<file path="config.mk">
export PLATFORM = sky130hd
export DESIGN_NAME = ordered_list_store_unit
export DESIGN_NICKNAME = d
export VERILOG_FILES = /design/src/hw/rtl/olsu_pkg.sv /design/src/hw/rtl/ordered_list_store_unit.sv /design/src/hw/rtl/olsu_ram.sv /design/src/hw/rtl/olsu_ctrl.sv
export VERILOG_INCLUDE_DIRS = /design/src /design/src/hw/rtl
export SDC_FILE = /design/constraint.sdc
export NUM_CORES = 2
export LEC_CHECK = 0
export BUFFER_PORTS_ARGS = -buffer_cell sky130_fd_sc_hd__clkbuf_2
export CORE_UTILIZATION = 50
export DETAILED_ROUTE_END_ITERATION = 7
export GPL_TIMING_DRIVEN = 0
export MAX_ROUTING_LAYER = met4
export PLACE_DENSITY = 0.72
export SYNTH_ARGS = -nofsm -noshare
export SYNTH_HDL_FRONTEND = slang
export SYNTH_HIERARCHICAL = 1
export SYNTH_SLANG_ARGS = --single-unit
</file>
<file path="constraint.sdc">
create_clock -name clk -period 7.65 [get_ports clk]
set_input_delay 1.1475 -clock clk [delete_from_list [all_inputs] [get_ports clk]]
set_output_delay 1.1475 -clock clk [all_outputs]
set_load 0.005 [all_outputs]
</file>
<file path="src/hw/rtl/ordered_list_store_unit_defines.svh">
// Assertion macros shared by the ordered list store RTL.
// Depends on nothing; the including module supplies clk and rst.
`ifndef ORDERED_LIST_STORE_UNIT_DEFINES_SVH
`define ORDERED_LIST_STORE_UNIT_DEFINES_SVH

// Same-cycle implication, disabled while reset is asserted.
`define OLSU_ASSERT_NOW(label, ante, cons, msg) \
  label: assert property (@(posedge clk) disable iff (rst) (ante) |-> (cons)) else $error(msg);

// Next-cycle implication, disabled while reset is asserted.
`define OLSU_ASSERT_NEXT(label, ante, cons, msg) \
  label: assert property (@(posedge clk) disable iff (rst) (ante) |=> (cons)) else $error(msg);

`endif

</file>
<file path="src/hw/rtl/olsu_pkg.sv">
// Package for the ordered list store: sizes, codes, bundle types and the
// circular address helper. Depends on nothing.
`timescale 1ns / 1ps

package olsu_pkg;

  localparam int CAPACITY = 64;
  localparam int WORD_W   = 32;
  localparam int COUNT_W  = 7;
  localparam int AW       = (CAPACITY > 1) ? $clog2(CAPACITY) : 1;
  localparam int CW       = $clog2(CAPACITY + 1);

  typedef enum logic [1:0] {
    OP_TAIL   = 2'd0,
    OP_HEAD   = 2'd1,
    OP_REMOVE = 2'd2,
    OP_FIND   = 2'd3
  } op_t;

  typedef enum logic [1:0] {
    ST_OK      = 2'd0,
    ST_FULL    = 2'd1,
    ST_MISSING = 2'd2
  } status_t;

  typedef enum logic [1:0] {
    S_IDLE,
    S_SCAN,
    S_SHIFT,
    S_REPLY
  } state_t;

  typedef struct packed {
    logic              we;
    logic [AW-1:0]     waddr;
    logic [WORD_W-1:0] wdata;
    logic              re;
    logic [AW-1:0]     raddr;
  } ram_req_t;

  typedef struct packed {
    logic               found;
    status_t            status;
    logic [COUNT_W-1:0] count;
  } res_t;

  // Physical slot of the list position off, counted from the head slot base.
  function automatic logic [AW-1:0] phys(input logic [AW-1:0] base,
                                         input logic [CW-1:0] off);
    logic [CW:0] sum;
    sum = (CW+1)'(base) + (CW+1)'(off);
    if (sum >= (CW+1)'(CAPACITY)) begin
      sum = sum - (CW+1)'(CAPACITY);
    end
    return AW'(sum);
  endfunction

endpackage

</file>
<file path="src/hw/rtl/ordered_list_store_unit.sv">
// Ordered list store, top level: output word register, sequencer and the
// entry RAM. Depends on olsu_pkg, olsu_ctrl, olsu_ram and the defines header.
`timescale 1ns / 1ps
// Usage
// The input channel (in_valid, in_stall, operation, value) carries one word
// per operation: insert at tail, insert at head, remove first match, find.
// The output channel (out_valid, out_stall, found, status, count) returns
// exactly one word per accepted input word, in order.
// The list lives in a circular buffer of CAPACITY slots in a single RAM
// with a registered read, addressed from a head pointer; a fill count says
// how many slots are live, so the RAM needs no clearing after reset.
// An insert that fits writes the RAM in the cycle it is accepted and goes
// straight to the reply state. Find and remove walk the list from the head,
// one RAM read per cycle, up to the first hit, or over every live entry on a miss.
// A remove then compacts the tail side, one entry per cycle through the
// RAM's read and write ports; no entry moves when the match is the last
// entry.
// One word is worked on at a time; in_stall is high from acceptance until
// the result has been handed to the output register.
// Reset (rst, synchronous) empties the list and drops any pending output.
// While the receiver stalls, the output register holds its word; the
// sequencer may finish the next operation and waits with its result until
// the register is free.

`include "ordered_list_store_unit_defines.svh"

module ordered_list_store_unit
  import olsu_pkg::*;
(
  input  logic                      clk,
  input  logic                      rst,
  input  logic                      in_valid,
  output logic                      in_stall,
  input  logic [1:0]                operation,
  input  logic signed [WORD_W-1:0]  value,
  output logic                      out_valid,
  input  logic                      out_stall,
  output logic                      found,
  output logic [1:0]                status,
  output logic [COUNT_W-1:0]        count
);

  ram_req_t          ram_req;
  logic [WORD_W-1:0] rdata;
  logic              res_valid;
  logic              res_ready;
  res_t              res;

  // The output register is free when empty or when its word leaves now.
  assign res_ready = !out_valid || !out_stall;

  olsu_ctrl u_ctrl (
    .clk       (clk),
    .rst       (rst),
    .in_valid  (in_valid),
    .in_stall  (in_stall),
    .operation (operation),
    .value     (value),
    .ram_req   (ram_req),
    .rdata     (rdata),
    .res_valid (res_valid),
    .res_ready (res_ready),
    .res       (res)
  );

  olsu_ram #(
    .WIDTH (WORD_W),
    .DEPTH (CAPACITY)
  ) u_ram (
    .clk   (clk),
    .we    (ram_req.we),
    .waddr (ram_req.waddr),
    .wdata (ram_req.wdata),
    .re    (ram_req.re),
    .raddr (ram_req.raddr),
    .rdata (rdata)
  );

  always_ff @(posedge clk) begin
    if (rst) begin
      out_valid <= 1'b0;
    end else if (res_valid && res_ready) begin
      out_valid <= 1'b1;
    end else if (!out_stall) begin
      out_valid <= 1'b0;
    end
  end

  always_ff @(posedge clk) begin
    if (res_valid && res_ready) begin
      found  <= res.found;
      status <= res.status;
      count  <= res.count;
    end
  end

  // Once a word is taken, the sequencer is busy with it in the next cycle.
  `OLSU_ASSERT_NEXT(a_busy_after_accept, in_valid && !in_stall, in_stall,
                    "accepted word not held")
  // A rejected insert only happens with every slot in use.
  `OLSU_ASSERT_NOW(a_full_means_capacity, res_valid && res.status == ST_FULL,
                   res.count == COUNT_W'(CAPACITY), "full status with free slots")
  // A match always reports a good status.
  `OLSU_ASSERT_NOW(a_found_is_ok, res_valid && res.found, res.status == ST_OK,
                   "match with bad status")

endmodule

</file>
<file path="src/hw/rtl/olsu_ram.sv">
// Generic simple dual-port RAM with one write port and a registered read.
// Depends on nothing.
`timescale 1ns / 1ps

module olsu_ram #(
  parameter int WIDTH = 32,
  parameter int DEPTH = 64,
  parameter int AW    = (DEPTH > 1) ? $clog2(DEPTH) : 1
) (
  input  logic             clk,
  input  logic             we,
  input  logic [AW-1:0]    waddr,
  input  logic [WIDTH-1:0] wdata,
  input  logic             re,
  input  logic [AW-1:0]    raddr,
  output logic [WIDTH-1:0] rdata
);

  logic [WIDTH-1:0] mem [DEPTH];

  always_ff @(posedge clk) begin
    if (we) begin
      mem[waddr] <= wdata;
    end
    if (re) begin
      rdata <= mem[raddr];
    end
  end

endmodule

</file>
<file path="src/hw/rtl/olsu_ctrl.sv">
// Sequencer of the ordered list store: head pointer, fill count, search
// and compaction over the entry RAM. Depends on olsu_pkg.
`timescale 1ns / 1ps

module olsu_ctrl
  import olsu_pkg::*;
(
  input  logic              clk,
  input  logic              rst,
  input  logic              in_valid,
  output logic              in_stall,
  input  logic [1:0]        operation,
  input  logic [WORD_W-1:0] value,
  output ram_req_t          ram_req,
  input  logic [WORD_W-1:0] rdata,
  output logic              res_valid,
  input  logic              res_ready,
  output res_t              res
);

  state_t            state, state_next;
  logic [AW-1:0]     head, head_next;
  logic [CW-1:0]     fill, fill_next;
  op_t               op_q, op_next;
  logic [WORD_W-1:0] val_q, val_next;
  logic [CW-1:0]     rd_idx, rd_idx_next;
  logic              cmp_vld, cmp_vld_next;
  logic [CW-1:0]     cmp_idx, cmp_idx_next;
  logic              res_found, found_next;
  status_t           res_status, status_next;
  logic              hit;
  logic [AW-1:0]     head_dec;

  assign hit      = cmp_vld && (rdata == val_q);
  assign head_dec = (head == '0) ? AW'(CAPACITY - 1) : head - AW'(1);

  always_ff @(posedge clk) begin
    if (rst) begin
      state   <= S_IDLE;
      head    <= '0;
      fill    <= '0;
      cmp_vld <= 1'b0;
    end else begin
      state   <= state_next;
      head    <= head_next;
      fill    <= fill_next;
      cmp_vld <= cmp_vld_next;
    end
  end

  always_ff @(posedge clk) begin
    op_q       <= op_next;
    val_q      <= val_next;
    rd_idx     <= rd_idx_next;
    cmp_idx    <= cmp_idx_next;
    res_found  <= found_next;
    res_status <= status_next;
  end

  always_comb begin
    state_next   = state;
    head_next    = head;
    fill_next    = fill;
    op_next      = op_q;
    val_next     = val_q;
    rd_idx_next  = rd_idx;
    cmp_vld_next = 1'b0;
    cmp_idx_next = cmp_idx;
    found_next   = res_found;
    status_next  = res_status;
    ram_req      = '0;
    in_stall     = 1'b1;
    res_valid    = 1'b0;

    unique case (state)
      S_IDLE: begin
        in_stall = 1'b0;
        if (in_valid) begin
          op_next     = op_t'(operation);
          val_next    = value;
          found_next  = 1'b0;
          status_next = ST_OK;
          rd_idx_next = '0;
          unique case (op_t'(operation))
            OP_TAIL, OP_HEAD: begin
              state_next = S_REPLY;
              if (fill == CW'(CAPACITY)) begin
                status_next = ST_FULL;
              end else begin
                fill_next     = fill + CW'(1);
                ram_req.we    = 1'b1;
                ram_req.wdata = value;
                if (op_t'(operation) == OP_TAIL) begin
                  ram_req.waddr = phys(head, fill);
                end else begin
                  head_next     = head_dec;
                  ram_req.waddr = head_dec;
                end
              end
            end
            OP_REMOVE, OP_FIND: begin
              state_next = S_SCAN;
            end
          endcase
        end
      end

      S_SCAN: begin
        // One read issued per cycle; the compare follows in the next cycle.
        if (rd_idx < fill) begin
          ram_req.re    = 1'b1;
          ram_req.raddr = phys(head, rd_idx);
          cmp_vld_next  = 1'b1;
          cmp_idx_next  = rd_idx;
          rd_idx_next   = rd_idx + CW'(1);
        end
        priority if (hit) begin
          found_next   = 1'b1;
          cmp_vld_next = 1'b0;
          ram_req.re   = 1'b0;
          if (op_q == OP_REMOVE) begin
            state_next  = S_SHIFT;
            rd_idx_next = cmp_idx + CW'(1);
          end else begin
            state_next = S_REPLY;
          end
        end else if (rd_idx == fill) begin
          status_next = ST_MISSING;
          state_next  = S_REPLY;
        end else begin
          // Entries remain to be read, so the scan carries on.
          state_next = S_SCAN;
        end
      end

      S_SHIFT: begin
        // Move each later entry one place towards the head.
        if (cmp_vld) begin
          ram_req.we    = 1'b1;
          ram_req.waddr = phys(head, cmp_idx);
          ram_req.wdata = rdata;
        end
        if (rd_idx < fill) begin
          ram_req.re    = 1'b1;
          ram_req.raddr = phys(head, rd_idx);
          cmp_vld_next  = 1'b1;
          cmp_idx_next  = rd_idx - CW'(1);
          rd_idx_next   = rd_idx + CW'(1);
        end else if (!cmp_vld) begin
          fill_next  = fill - CW'(1);
          state_next = S_REPLY;
        end
      end

      S_REPLY: begin
        res_valid = 1'b1;
        if (res_ready) begin
          state_next = S_IDLE;
        end
      end
    endcase
  end

  assign res.found  = res_found;
  assign res.status = res_status;
  assign res.count  = COUNT_W'(fill);

endmodule

</file>
==> flow_summary.toml <==
[outcome]
status = "finished clean"

[logic_synthesis]
seq_area_frac_synth_pct = 77.0
syn_inst = 3802
synth-adder-area-share_pct = 0.647
synthXorXnorAreaFrac_pct = 0.751
synth.avg_cell_area_um2 = 22.1
synthMuxAreaShare_pct = 15.9
synth-simple-area-share_pct = 1.91
ys_warn_count = 6
synth_area_um2 = 83900
ys_seq_elements = 2158
synth_edf_count = 2141
synth_top_family_by_area = "multiplexers"
syn_nets = 3881
synth_compound_area_share_pct = 2.54
synth_cell_types = 64
synthFlopType = "edfxtp_1"
synth_top_area_share_pct = 76.6
async_flop_share_pct = 0
synth_top_area_cell = "edfxtp_1"
synthTopCellsByArea = "edfxtp_1 77%, mux4_2 15%, mux2i_1 1.2%"

[critical_path]
path_max_fanout = 10
timing.rr.start = "u_ctrl/fill[2]"
cp-startpoint = "u_ctrl/fill[2]"
endpoint = "u_ram/rdata[24]"
end_kind = "flop"
cp.required_ns = 8.17
r2r_cells = 14
ff2ff_setup_slack_ns = 0.56
path_class = "reg2reg"
r2r_end = "u_ram/rdata[24]"
critPathArrivalTime_ns = 7.61
cp-start-kind = "flop"

[global_routing]
grt_pass1_wl_um = 335000
grt_overflow = 0
grt_antenna_before_repair = 11
use_met3_pct = 9.25
gr-usage-met1_pct = 38.3
grt_util_met2_pct = 43.9
grt-busiest-layer = "met2"
grt_pass1_vias = 42600
grt_max_degree = 65
grtUsageTotal_pct = 30.0

[clocking]
cts_tree = "yes"
cts_buffer_depth = 3
clk_pin_slew_ns = 0.06
clock_sinks = 2158
cts_resized = 0
root_buffer = "clkbuf_16"
clk_latency_ns = 0.87
postCtsSetupBuffers = 0
numCtsBuffers = 206
cts_hold_buf = 0
htree_levels = 4

[floorplanning]
die-height_um = 412
core_area_um2 = 167000
rows = 150
fp.dieW_um = 412
initial_core_util_pct = 50.3
ios = 50
die_area_um2 = 170000

[sta]
rsz0062_at_grt = "no"
relSlewSlack_pct = 2.45
worst_slack_ns = 0.562
setup_viol = 0
tightest_slew_ns = 1.46
holdWs_ns = 0.428
max_freq_mhz = 141
final.period_utilization_pct = 92.7
final_max_slew_viol_count = 0
min_period_ns = 7.09
hold_violations = 0
finClkSkew_ns = 0.0648

[placed_design]
dpl.hpwl_um = 159000
place_congestion = 1.01
pre_cts_slack_ns = 1.09
dp.cells = 6163
placement.io_buffers = 49
place_area_um2 = 89700

[routing]
drtIter0Drc = 7014
avgViaCountPerCell = 6.70
first_pass_iters = 7
wirelength_um = 245000
drcViolationCount = 0
avgRoutedWirePerCell_um = 37.4
ant_nets = 0
vias = 43800

[power_and_ir_drop]
swShare_pct = 27.1
combPwrFrac_pct = 16.8
seqPwrFrac_pct = 48.5
switching_power_mw = 7.71
clkPwrFrac_pct = 34.7
max-vdd-ir-drop_uv = 249
p_leak_nw = 29.7
power_mw = 28.5
p_int_mw = 20.7
p_per_area_nw_per_um2 = 296

[hold_path]
hold_path.class = "reg2reg"

[finish]
fin_nets = 4246
fin_cells = 6541
syn_to_final_growth_pct = 14.7
drive_gt1_share_pct = 27.1
fillerInstances = 11600
final_area_um2 = 96300

[run]
drv_cap = 0
## worst min path at each step
stage | to | cells past startpoint | slack [ns] | start
2_1_floorplan | status[0] | 0 | 0.40 | u_ctrl/res_status[0]
3_3_place_gp | status[0] | 0 | 0.40 | u_ctrl/res_status[0]
3_5_place_dp | status[0] | 0 | 0.41 | u_ctrl/res_status[0]
4_1_cts | status[0] | 0 | 0.43 | u_ctrl/res_status[0]
5_1_grt | status[0] | 0 | 0.43 | u_ctrl/res_status[0]
6_report | status[0] | 0 | 0.43 | u_ctrl/res_status[0]
## cells in the final DEF, fill, tap and decap left out, types with 15 or more instances in the layout
cell / Yosys / layout
xor2_1: 34 / 34
mux4_2: 544 / 544
clkbuf_1: 95 / 149
nand2_1: 43 / 43
clkinv_2: 0 / 25
buf_16: 0 / 23
buf_2: 56 / 57
nor3_1: 17 / 15
buf_6: 7 / 16
a21oi_1: 80 / 80
edfxtp_1: 2141 / 2141
a22o_2: 0 / 28
clkbuf_16: 0 / 212
buf_12: 0 / 74
o22ai_1: 86 / 86
ha_1: 37 / 37
dfxtp_1: 17 / 17
clkinv_1: 0 / 50
inv_1: 28 / 28
nor2_4: 0 / 63
nand3_1: 17 / 17
buf_1: 18 / 17
nor2b_1: 18 / 18
clkbuf_2: 0 / 49
mux2i_1: 102 / 102
o221ai_1: 28 / 28
nor2_1: 175 / 112
xnor2_1: 38 / 38
buf_4: 26 / 26
## metal layers
layer / wire length [um] / vias up / part of all wire (%)
met1: 83700 / 22800 / 34
met2: 110000 / 3488 / 45
met4: 15300 / 0 / 6.3
li1: - / 16800 / -
met3: 35400 / 724 / 14
met5: 0 / - / 0
## metrics by stage
stage,setup TNS [ns],utilization [%]
after floorplan,0,-
after global placement,-1060.71,52.1
after detailed placement,0,53.8
after CTS,0,57.7
after global routing,0,57.7
final,0,57.7
## flip-flops by register name, summed over array words and instances, names as in the netlist
register	count
u_ram/mem	2048
u_ctrl/val_q	32
u_ram/rdata	32
count	7
u_ctrl/cmp_idx	7
u_ctrl/fill	7
u_ctrl/rd_idx	7
u_ctrl/head	6
status	2
u_ctrl/op_q	2
u_ctrl/res_status	2
u_ctrl/state	2
found	1
out_valid	1
u_ctrl/cmp_vld	1
u_ctrl/res_found	1
## logic make-up after synthesis
| kind of cell | after synthesis |
|---|---|
| simple gates | 340 |
| mux | 649 |
| buf+inv | 230 |
| compound gates | 312 |
| xor+xnor | 72 |
| fa+ha+maj | 41 |
| flops | 2158 |
## critical path: stages, from the launching register on
cell	delay, ns
dfxtp_1	0.54
inv_1	0.08
ha_1	0.34
a21oi_1	0.20
a21oi_2	0.13
nor3_2	0.49
o21a_1	0.41
nand2_1	0.20
nor2_1	0.83
buf_2	0.46
buf_2	0.38
clkbuf_1	1.11
mux4_2	0.52
o22ai_1	0.89
nor2_1	0.18
## power groups by stage
| stage | sequential, mW | combinational (mW) | clock [mW] |
|---|---|---|---|
| global placement | 14.1 | 4.32 | 0 |
| detailed placement | 14.0 | 4.60 | 0 |
| global route | 13.8 | 4.89 | 10.4 |
| floorplan | 14.0 | 2.67 | 0 |
| finish | 13.8 | 4.79 | 9.86 |
| CTS | 13.8 | 4.63 | 9.95 |
## cell usage after synthesis, drive strengths merged (17+ instances only)
cell type / n
ha: 37
xnor2: 38
clkbuf: 95
xor2: 34
nor2: 175
o221ai: 28
nand3: 17
a22o: 35
edfxtp: 2141
mux2i: 102
nor2b: 18
nand2: 43
dfxtp: 17
inv: 28
buf: 107
mux4: 544
o22ai: 86
a21oi: 82
nor3: 18
## final cells by class
| type | instances | area [um^2] | area share, % |
|---|---|---|---|
| Sequential cell | 2158 | 64600 | 67.1 |
| Multi-Input combinational cell | 1414 | 18800 | 19.5 |
| Clock buffer | 266 | 5510 | 5.72 |
| Tap cell | 2204 | 2760 | 2.86 |
| Timing Repair Buffer | 157 | 2490 | 2.59 |
| Clock inverter | 104 | 993 | 1.03 |
| Buffer | 202 | 980 | 1.02 |
| Inverter | 28 | 105 | 0.109 |
| Antenna cell | 8 | 20.0 | 0.0208 |
Note: power is estimated with default switching activity, not from simulation.
